===== src/crc16_framed_packet_receiver_defines.svh =====
// Assertion macros shared by the receiver RTL.
// Each macro samples on the rising edge of clk and is disabled while rst_n is low.
`ifndef CRC16_FRAMED_PACKET_RECEIVER_DEFINES_SVH
`define CRC16_FRAMED_PACKET_RECEIVER_DEFINES_SVH

`ifndef ASSERT_OFF
// Check that a condition holds at every clock edge.
`define CRCFR_ASSERT(lbl, expr, msg) \
    lbl: assert property (@(posedge clk) disable iff (!rst_n) (expr)) else $error(msg);
// Check that the consequent holds in the same cycle as the antecedent.
`define CRCFR_ASSERT_IMPL(lbl, ante, cons, msg) \
    lbl: assert property (@(posedge clk) disable iff (!rst_n) (ante) |-> (cons)) \
        else $error(msg);
// Check that the consequent holds in the cycle after the antecedent.
`define CRCFR_ASSERT_NEXT(lbl, ante, cons, msg) \
    lbl: assert property (@(posedge clk) disable iff (!rst_n) (ante) |=> (cons)) \
        else $error(msg);
`else
`define CRCFR_ASSERT(lbl, expr, msg)
`define CRCFR_ASSERT_IMPL(lbl, ante, cons, msg)
`define CRCFR_ASSERT_NEXT(lbl, ante, cons, msg)
`endif

`endif


===== src/crcfr_pkg.sv =====
`default_nettype none

package crcfr_pkg;

    // Configuration register indexes
    localparam logic [1:0] CFG_START_BYTE   = 2'd0;
    localparam logic [1:0] CFG_END_BYTE     = 2'd1;
    localparam logic [1:0] CFG_LENGTH_LIMIT = 2'd2;

    // Reset values of the configuration registers
    localparam logic [7:0]  START_BYTE_RST   = 8'hAA;
    localparam logic [7:0]  END_BYTE_RST     = 8'h55;
    localparam logic [8:0]  LENGTH_LIMIT_RST = 9'd80;

    // Frame and checksum constants
    localparam logic [7:0]  MIN_LEN  = 8'd5;
    localparam logic [15:0] CRC_INIT = 16'hFFFF;
    localparam logic [15:0] CRC_POLY = 16'hA001;

    // Live configuration, plus the CRC of the start byte from the init value
    typedef struct packed {
        logic [7:0]  start_byte;
        logic [7:0]  end_byte;
        logic [8:0]  length_limit;
        logic [15:0] hdr_crc;
    } cfg_t;

    // One result beat
    typedef struct packed {
        logic [7:0] echo_byte;
        logic       in_frame;
        logic [7:0] byte_index;
        logic       frame_end;
        logic       frame_good;
        logic       crc_bad;
        logic       tail_bad;
        logic [7:0] frame_length;
    } res_t;

    // CRC-16/Modbus update over one byte, LSB first
    function automatic logic [15:0] crc_byte(input logic [15:0] crc, input logic [7:0] b);
        logic [15:0] c;
        c = crc ^ {8'h00, b};
        for (int k = 0; k < 8; k++) begin
            if (c[0])
                c = (c >> 1) ^ CRC_POLY;
            else
                c = c >> 1;
        end
        return c;
    endfunction

endpackage

`default_nettype wire


===== src/crcfr_cfg.sv =====
`default_nettype none

module crcfr_cfg (
    input  wire logic            clk,
    input  wire logic            rst_n,
    input  wire logic            wr_en,
    input  wire logic [1:0]      wr_index,
    input  wire logic [8:0]      wr_data,
    output crcfr_pkg::cfg_t      cfg
);
    import crcfr_pkg::*;

    logic [7:0]  start_byte_reg;
    logic [7:0]  end_byte_reg;
    logic [8:0]  length_limit_reg;
    logic [15:0] hdr_crc_reg;

    // Write registers; keep the header CRC in step with the start byte
    always_ff @(posedge clk or negedge rst_n)
    begin
        if (!rst_n)
        begin
            start_byte_reg   <= START_BYTE_RST;
            end_byte_reg     <= END_BYTE_RST;
            length_limit_reg <= LENGTH_LIMIT_RST;
            hdr_crc_reg      <= crc_byte(CRC_INIT, START_BYTE_RST);
        end
        else if (wr_en)
        begin
            case (wr_index)
                CFG_START_BYTE:
                begin
                    start_byte_reg <= wr_data[7:0];
                    hdr_crc_reg    <= crc_byte(CRC_INIT, wr_data[7:0]);
                end
                CFG_END_BYTE:     end_byte_reg     <= wr_data[7:0];
                CFG_LENGTH_LIMIT: length_limit_reg <= wr_data;
                default:          ;
            endcase
        end
    end

    assign cfg.start_byte   = start_byte_reg;
    assign cfg.end_byte     = end_byte_reg;
    assign cfg.length_limit = length_limit_reg;
    assign cfg.hdr_crc      = hdr_crc_reg;

endmodule

`default_nettype wire


===== src/crcfr_core.sv =====
`default_nettype none

module crcfr_core (
    input  wire logic            clk,
    input  wire logic            rst_n,
    input  wire logic            step,
    input  wire logic [7:0]      data_byte,
    input  wire crcfr_pkg::cfg_t cfg,
    output crcfr_pkg::res_t      res
);
    import crcfr_pkg::*;

    localparam logic [1:0] PH_IDLE = 2'd0;
    localparam logic [1:0] PH_LEN  = 2'd1;
    localparam logic [1:0] PH_BODY = 2'd2;

    logic [1:0]  phase_reg,  phase_next;
    logic [7:0]  len_reg,    len_next;
    logic [7:0]  pos_reg,    pos_next;
    logic [15:0] crc_reg,    crc_next;
    logic        fail_reg,   fail_next;

    logic [8:0]  pos_p3;
    logic [8:0]  pos_p2;
    logic [8:0]  len_ext;
    logic        len_ok;

    assign pos_p3  = {1'b0, pos_reg} + 9'd3;
    assign pos_p2  = {1'b0, pos_reg} + 9'd2;
    assign len_ext = {1'b0, len_reg};
    assign len_ok  = (data_byte >= MIN_LEN) && ({1'b0, data_byte} < cfg.length_limit);

    // Decode the byte against the frame state
    always_comb
    begin
        phase_next = phase_reg;
        len_next   = len_reg;
        pos_next   = pos_reg;
        crc_next   = crc_reg;
        fail_next  = fail_reg;

        res.echo_byte    = data_byte;
        res.in_frame     = 1'b0;
        res.byte_index   = 8'd0;
        res.frame_end    = 1'b0;
        res.frame_good   = 1'b0;
        res.crc_bad      = 1'b0;
        res.tail_bad     = 1'b0;
        res.frame_length = 8'd0;

        case (phase_reg)
            PH_BODY:
            begin
                res.in_frame     = 1'b1;
                res.byte_index   = pos_reg;
                res.frame_length = len_reg;
                if (pos_p3 < len_ext)
                begin
                    // payload byte: fold into the checksum
                    crc_next = crc_byte(crc_reg, data_byte);
                end
                else if (pos_p3 == len_ext)
                begin
                    if (data_byte != crc_reg[7:0])
                        fail_next = 1'b1;
                end
                else if (pos_p2 == len_ext)
                begin
                    if (data_byte != crc_reg[15:8])
                        fail_next = 1'b1;
                end
                else
                begin
                    // tail byte: report and go back to hunting
                    res.frame_end  = 1'b1;
                    res.crc_bad    = fail_reg;
                    res.tail_bad   = (data_byte != cfg.end_byte);
                    res.frame_good = !fail_reg && (data_byte == cfg.end_byte);
                    phase_next     = PH_IDLE;
                end
                pos_next = pos_reg + 8'd1;
            end
            PH_LEN:
            begin
                if (len_ok)
                begin
                    len_next         = data_byte;
                    crc_next         = crc_byte(cfg.hdr_crc, data_byte);
                    fail_next        = 1'b0;
                    pos_next         = 8'd2;
                    phase_next       = PH_BODY;
                    res.in_frame     = 1'b1;
                    res.byte_index   = 8'd1;
                    res.frame_length = data_byte;
                end
                else if (data_byte == cfg.start_byte)
                    phase_next = PH_LEN;
                else
                    phase_next = PH_IDLE;
            end
            default:
            begin
                if (data_byte == cfg.start_byte)
                    phase_next = PH_LEN;
                else
                    phase_next = PH_IDLE;
            end
        endcase
    end

    // Advance the frame state once per beat
    always_ff @(posedge clk or negedge rst_n)
    begin
        if (!rst_n)
        begin
            phase_reg <= PH_IDLE;
            len_reg   <= 8'd0;
            pos_reg   <= 8'd0;
            crc_reg   <= CRC_INIT;
            fail_reg  <= 1'b0;
        end
        else if (step)
        begin
            phase_reg <= phase_next;
            len_reg   <= len_next;
            pos_reg   <= pos_next;
            crc_reg   <= crc_next;
            fail_reg  <= fail_next;
        end
    end

endmodule

`default_nettype wire


===== src/crc16_framed_packet_receiver.sv =====
// Channel   Handshake               Payload
// -------   ---------------------   -----------------------------------------------
// in        in_valid / in_ready     data_byte
// out       out_valid / out_ready   echo_byte, in_frame, byte_index, frame_end,
//                                   frame_good, crc_bad, tail_bad, frame_length
// cfg       cfg_valid / cfg_ready   cfg_index, cfg_data (cfg_ready is always high)
//
// One beat per cycle sustained while out_ready stays high; the result is registered.
// A beat sits in the input register, the frame decode and byte-wide CRC update run
// between it and the result register, and the frame state updates as it moves on.
// Reset (rst_n low, asynchronous) empties both registers and starts hunting for a header.
// A stalled output holds its result; the input register keeps taking beats while the
// result register can move.
`default_nettype none

`include "crc16_framed_packet_receiver_defines.svh"

module crc16_framed_packet_receiver (
    input  wire logic       clk,
    input  wire logic       rst_n,
    input  wire logic       in_valid,
    output wire logic       in_ready,
    input  wire logic [7:0] data_byte,
    output wire logic       out_valid,
    input  wire logic       out_ready,
    output wire logic [7:0] echo_byte,
    output wire logic       in_frame,
    output wire logic [7:0] byte_index,
    output wire logic       frame_end,
    output wire logic       frame_good,
    output wire logic       crc_bad,
    output wire logic       tail_bad,
    output wire logic [7:0] frame_length,
    input  wire logic       cfg_valid,
    output wire logic       cfg_ready,
    input  wire logic [1:0] cfg_index,
    input  wire logic [8:0] cfg_data
);
    import crcfr_pkg::*;

    cfg_t       cfg;
    res_t       res;
    res_t       out_reg;
    logic       in_vld_reg, in_vld_next;
    logic [7:0] in_byte_reg;
    logic       out_vld_reg, out_vld_next;
    logic       advance;
    logic       in_take;

    assign cfg_ready = 1'b1;

    crcfr_cfg u_cfg (
        .clk      (clk),
        .rst_n    (rst_n),
        .wr_en    (cfg_valid && cfg_ready),
        .wr_index (cfg_index),
        .wr_data  (cfg_data),
        .cfg      (cfg)
    );

    crcfr_core u_core (
        .clk       (clk),
        .rst_n     (rst_n),
        .step      (advance),
        .data_byte (in_byte_reg),
        .cfg       (cfg),
        .res       (res)
    );

    // Move a beat on when the result register is empty or being drained
    assign advance  = in_vld_reg && (!out_vld_reg || out_ready);
    assign in_ready = !in_vld_reg || advance;
    assign in_take  = in_valid && in_ready;

    assign in_vld_next  = in_take ? 1'b1 : (advance ? 1'b0 : in_vld_reg);
    assign out_vld_next = advance ? 1'b1 : (out_ready ? 1'b0 : out_vld_reg);

    // Hold valid flags
    always_ff @(posedge clk or negedge rst_n)
    begin
        if (!rst_n)
        begin
            in_vld_reg  <= 1'b0;
            out_vld_reg <= 1'b0;
        end
        else
        begin
            in_vld_reg  <= in_vld_next;
            out_vld_reg <= out_vld_next;
        end
    end

    // Load payload registers
    always_ff @(posedge clk)
    begin
        if (in_take)
            in_byte_reg <= data_byte;
        if (advance)
            out_reg <= res;
    end

    assign out_valid    = out_vld_reg;
    assign echo_byte    = out_reg.echo_byte;
    assign in_frame     = out_reg.in_frame;
    assign byte_index   = out_reg.byte_index;
    assign frame_end    = out_reg.frame_end;
    assign frame_good   = out_reg.frame_good;
    assign crc_bad      = out_reg.crc_bad;
    assign tail_bad     = out_reg.tail_bad;
    assign frame_length = out_reg.frame_length;

    `CRCFR_ASSERT_NEXT(a_adv_valid, advance, out_valid, "result missing after advance")
    `CRCFR_ASSERT_NEXT(a_in_hold, in_vld_reg && !advance,
        in_vld_reg && $stable(in_byte_reg), "input beat lost while stalled")
    `CRCFR_ASSERT_IMPL(a_end_index, out_valid && frame_end,
        in_frame && (byte_index == frame_length - 8'd1), "frame end at wrong index")
    `CRCFR_ASSERT(a_good_flags, !(out_valid && frame_good && (crc_bad || tail_bad)),
        "frame good with error flag")

endmodule

`default_nettype wire


===== config.mk =====
export PLATFORM = sky130hd
export DESIGN_NAME = crc16_framed_packet_receiver
export DESIGN_NICKNAME = d
export VERILOG_FILES = /design/src/crcfr_pkg.sv /design/src/crcfr_cfg.sv /design/src/crcfr_core.sv /design/src/crc16_framed_packet_receiver.sv
export VERILOG_INCLUDE_DIRS = /design/src /design/src/src
export SDC_FILE = /design/constraint.sdc
export NUM_CORES = 1
export LEC_CHECK = 0
export BUFFER_PORTS_ARGS = -buffer_cell sky130_fd_sc_hd__buf_2
export CORE_ASPECT_RATIO = 0.7
export CORE_MARGIN = 2
export CORE_UTILIZATION = 45
export CTS_CLUSTER_SIZE = 10
export DETAILED_ROUTE_END_ITERATION = 10
export GPL_ROUTABILITY_DRIVEN = 0
export PLACE_DENSITY = 0.74
export SLEW_MARGIN = 0
export SYNTH_ARGS = -nofsm -noshare
export SYNTH_HDL_FRONTEND = slang
export SYNTH_HIERARCHICAL = 1
export SYNTH_SLANG_ARGS = --single-unit

===== constraint.sdc =====
create_clock -name clk -period 9 [get_ports clk]
set_clock_uncertainty 0.2 [all_clocks]
set_input_delay 1.35 -clock clk [delete_from_list [all_inputs] [get_ports clk]]
set_output_delay 1.35 -clock clk [all_outputs]
set_load 0.01 [all_outputs]

==> metrics, run 1 <==
status finished, final reports clean; synthesis-stage register bit count around 110; Post-synth top flop dfrtp_1; final net count around 650; first-pass GRT wire length approximately 22 mm; total length of routed wires around 13 mm; achievable frequency 257 MHz; clk_lat worst skew ~360 ps; share of layout cells above drive strength 1 0.267; Via Count between 4000 and 5000; headroom to the max-slew limit 0.126; min cycle time layout 3890 ps; Max Cap Viol 0; yosys warns 6; worst-case clock buffer depth 2; final core utilization 0.501; area of the die around 0.015 mm²; CP max FO 16; routed len/inst roughly 17 µm; CTS Buf Count 9; DRC errors left 0; largest net degree at the start of global routing 73; ANT cells 0; hold slack 275 ps; I/O Pins 56; crit path DAT between 3000 and 4000 ps; asr flop ratio synth 0.661; hold path cells 2; CP required 9080 ps; switching share of power 0.304; Flop pwr share 0.475; Comb pwr share 0.238; Netlist Area Pre-Place around 0.0064 mm²; cell family with most CP delay compound AO/OA/AOI/OAI gates; most frequent cells in the layout 75 x xnor2_1, 55 x nand2_1, 54 x buf_2; CTS root buf clkbuf_16; sequential area share after synthesis 0.461; buffer and inverter count on the worst path 1; switching pwr ~420 µW; Setup crit start kind register; max-slew violation count 0; kind of critical path reg -> reg; Endpoint, Worst Hold u_cfg/start_byte_reg[1]; height of the die 104 µm; Crit-path slowest cell a211o_1; CTS Sinks about 110; syn avg cell area ~11 µm²; Area Growth Syn to Fin 8.82%; Setup Buffers After CTS 0; max FFs per register 16; max incr delay on CP roughly 610 ps; CTS Hold Bufs 0; Worst R2R Start u_core/pos_reg[1]; Final Hold Fails 0; starting density of the core 0.461; clock power share 0.287; post_cts resized 0; H-tree Lvls 3; RSZ-0062 raised after global routing false; Starting DRT DRC Count approximately 330; EDFF count, synth 37; Reg2Reg Depth 12; vias in the first global route 4214; Hold Path Origin u_cfg/start_byte_reg[1]; Overflow after GRT 0; vias per std cell 5.26; setup ws final 5110 ps; reg2reg setup slack 5110 ps; CORE AREA around 0.014 mm²; antenna violations before repair 0; DIE WIDTH 147 µm; 1st-pass router iterations 5; Setup crit end kind register; Final period util 0.433; Rows 36; Reg-to-Reg End u_core/crc_reg[3]; setup tns final 0 ps; CTS tree yes; Syn Inst Count roughly 570; cell internal pwr ~960 µW; Setup-failing EPs final 0; Routed Antenna Nets 0; library cells used by synthesis 60; Min-Delay Path Class reg -> reg; P_leak a little under 0.003 µW; leading cell type in the layout, fill and taps excluded xnor2_1; port buffer count 54; CP cell instances inv_1 -> ha_1 -> a21oi_1 -> xnor2_1 -> ha_1 -> o21ai_1 -> a21oi_1 -> o41ai_1 -> and3_1 -> mux2i_1 -> a211o_1 -> mux2_1; placed wire-length estimate 9.48 mm; Power Dens Cells around 200 mW/mm²; CTS clk-pin slew, worst paths about 80 ps; worst-margin pin slew 1310 ps; GRT Total Usage 0.184; Place WS roughly 5000 ps; VDD IR max 104 µV
==> how the worst max path moves through the flow <==
| stage | from | endpoint | slack (ps) | cells after the start |
|---|---|---|---|---|
| after floorplan | out_ready | u_core/crc_reg[0] | 5340 | 7 |
| after global placement | out_ready | u_core/len_reg[0] | 5070 | 7 |
| after detailed placement | out_ready | u_core/len_reg[0] | 4980 | 7 |
| after CTS | u_core/pos_reg[1] | u_core/crc_reg[4] | 5220 | 11 |
| after global routing | u_core/pos_reg[1] | u_core/crc_reg[15] | 4940 | 13 |
| final | u_core/pos_reg[1] | u_core/crc_reg[3] | 5110 | 12 |
==> stage by stage <==
stage | std cells | power, µW | instance area [µm²]
2_1_floorplan | 571 | 906 | 6430
3_3_place_gp | 776 | 973 | 6680
3_5_place_dp | 776 | 985 | 6680
4_1_cts | 792 | 1380 | 6980
5_1_grt | 792 | 1450 | 6980
6_report | 792 | 1380 | 6980
==> power groups by stage <==
stage	sequential [µW]	combinational, µW	clock (µW)
final	655	328	395
after global routing	663	364	425
after CTS	654	325	406
after detailed placement	663	322	0
after global placement	660	313	0
after floorplan	641	265	0
==> synth_stat cells, drive strengths merged, types with 14 or more instances <==
library cell	instances	area [µm²]
buf	32	241
dfrtp	39	976
mux2	43	522
xor2	16	140
inv	24	90.1
ha	24	300
o21ai	27	135
dfstp	33	867
nor2	30	113
nand2	56	213
a21oi	14	81.3
xnor2	80	738
edfxtp	37	1110
==> routing by layer <==
metal / up-vias / global-route usage / share of wire
li1: 1976 / - / -
met1: 2026 / 0.274 / 0.50
met2: 148 / 0.276 / 0.44
met3: 16 / 0.0355 / 0.055
met4: 0 / 0.0492 / 0.013
met5: - / 0 / 0
==> cell families after synthesis <==
| kind of cell | count (synthesis) | share of synthesized area |
|---|---|---|
| AND/OR/NAND/NOR | 145 | 0.112 |
| AO/OA/AOI/OAI | 71 | 0.0759 |
| XOR/XNOR | 101 | 0.155 |
| multiplexers | 49 | 0.0907 |
| adder cells (fa/ha/maj) | 24 | 0.0468 |
| buffers and inverters | 66 | 0.0576 |
| flip-flops | 109 | 0.461 |
| other | 2 | 0.00117 |
==> tightest hold or removal path, stage by stage, from the launching register on <==
cell	delay, ps
dfstp_2	380
nand2_1	50
nand2_1	50
==> layout make-up <==
cell class | count | area [µm²]
clock buffer | 9 | 225
clock inverter | 7 | 73.8
fill | 1214 | 6940
inverter | 24 | 90.1
multi-input combinational | 396 | 3100
sequential | 109 | 2950
tap | 190 | 238
timing repair buffer | 57 | 293
Note: power is estimated with default switching activity, not from simulation.
==> inputs of run 2 (changes only) <==
- clock period: 9 -> 3.6 ns (I/O delays scaled with it)
==> run 2 against run 1 <==
Global-route usage increased by 0.61 points. Utilization increased by 0.97 points. Final cell count increased by 1.6%. Clock power increased to 2.6 times the previous value. Register-to-register slack got worse by 4800 ps. Combinational power increased to 2.6 times the previous value. Sequential power increased by 150%.
==> metrics, run 2 (synthesis gave the netlist of run 1 again) <==
Worst setup startpoint u_core/pos_reg[1]; DIE WIDTH about 150 µm; CTS clk-pin slew, worst paths about 80 ps; height of the die 104 µm; Starting DRT DRC Count approximately 400; CP dominant cell by count ha_1; Setup crit end kind register; Final Hold Fails 0; worst-margin pin slew just over 800 ps; Comb pwr share 0.244; leading cell type in the layout, fill and taps excluded xnor2_1; post_cts resized 0; Fillers between 1000 and 1500; Min-Delay Path Class in -> async; Flop pwr share 0.464; Cell Count, Final, Fillers Out a little over 800; status finished, final reports clean; first-pass GRT wire length about 23 mm; Setup Buffers After CTS 0; Worst R2R Start u_core/pos_reg[1]; CTS tree yes; worst-case clock buffer depth 2; dpl cells 789; Power Dens Cells about 490 mW/mm²; max incr delay on CP 450 ps; VDD IR max 269 µV; cell family with most CP delay compound AO/OA/AOI/OAI gates; ANT cells 0; Setup-failing EPs final 0; Routed Antenna Nets 0; max FFs per register 16; area of the die approximately 0.015 mm²; switching share of power 0.293; setup tns final 0 ps; Via Count 4285; I/O Pins 56; CTS Sinks 109; most frequent cells in the layout 75 x xnor2_1, 55 x nand2_1, 54 x buf_2; CTS root buf clkbuf_16; RSZ-0062 raised after global routing false; Final period util 0.920; Rows 36; Area Growth Syn to Fin 10.9%; Setup crit start kind register; min cycle time layout ~3300 ps; final core utilization 0.511; largest net degree at the start of global routing 39; crit path DAT between 3000 and 4000 ps; antenna violations before repair 0; vias per std cell ~5.3; placed wire-length estimate around 10 mm; GRT Total Usage 0.191; cell internal pwr about 2500 µW; CP cell instances inv_1 -> ha_1 -> a21oi_2 -> nor2_1 -> xor2_1 -> ha_1 -> o21ai_0 -> a21oi_1 -> o41ai_2 -> and3_1 -> mux2i_1 -> a211o_1 -> buf_4 -> mux2_2; starting density of the core 0.461; CORE AREA approximately 0.014 mm²; P_leak roughly 0.0030 µW; Max Cap Viol 0; CTS Hold Bufs 0; total length of routed wires between 10 and 15 mm; CP required 3690 ps; headroom to the max-slew limit 0.460; clk_lat worst skew between 300 and 400 ps; final instance area 0.00711 mm²; final net count roughly 660; routed len/inst between 15 and 20 µm; vias in the first global route between 4000 and 5000; Overflow after GRT 0; dpl cell area roughly 0.0068 mm²; CP max FO 16; clock power share 0.292; share of layout cells above drive strength 1 0.286; CTS Buf Count 9; switching pwr 1020 µW; kind of critical path reg -> reg; DRC errors left 0; buffer and inverter count on the worst path 2; 1st-pass router iterations 5; H-tree Lvls 3; achievable frequency around 300 MHz; port buffer count between 50 and 60; Crit-path slowest cell dfrtp_1; max-slew violation count 0
[run 2: final cells by class]
cell class,instances,area (µm²),share of cell area
Inverter,24,90.1,0.0127
Multi-Input combinational cell,396,3110,0.438
Clock inverter,4,35.0,0.00493
Sequential cell,109,2950,0.415
Timing Repair Buffer,70,403,0.0567
Clock buffer,12,278,0.0391
Tap cell,190,238,0.0334
[run 2: path summary, 6_finish.rpt]
kind	to	slack (ps)	depth (start not counted)
min	u_cfg/start_byte_reg[6]	60	1
max in group asynchronous	u_core/crc_reg[10]	2380	2
min in group clk	in_byte_reg[6]	150	1
max	u_core/crc_reg[15]	290	14
max reg2reg	u_core/crc_reg[15]	290	14
min reg2reg	u_cfg/start_byte_reg[1]	280	2
[run 2: metrics by stage]
stage / worst slack, ps / total power [µW] / hold WS [ps]
finish: 288 / 3490 / 63.1
global route: 70.6 / 3650 / 130
CTS: 178 / 3500 / 91.0
detailed placement: 240 / 2480 / 264
global placement: 332 / 2440 / 255
floorplan: 479 / 2260 / 44.4
[run 2: power by group through the flow]
stage / Combinational, µW / Sequential, µW / Clock, µW
global placement: 813 / 1630 / 0
finish: 852 / 1620 / 1020
floorplan: 663 / 1600 / 0
detailed placement: 840 / 1640 / 0
global route: 932 / 1640 / 1080
CTS: 847 / 1620 / 1040
[run 2: metal layers]
metal  share of wire  up-vias  GRT usage  routed length (µm)
met3           0.063       16     0.0377                 879
met5               0        -          0                   0
li1                -     2004          -                   -
met4           0.018        0     0.0589                 250
met1            0.48     2095      0.286                6780
met2            0.43      170      0.278                6080
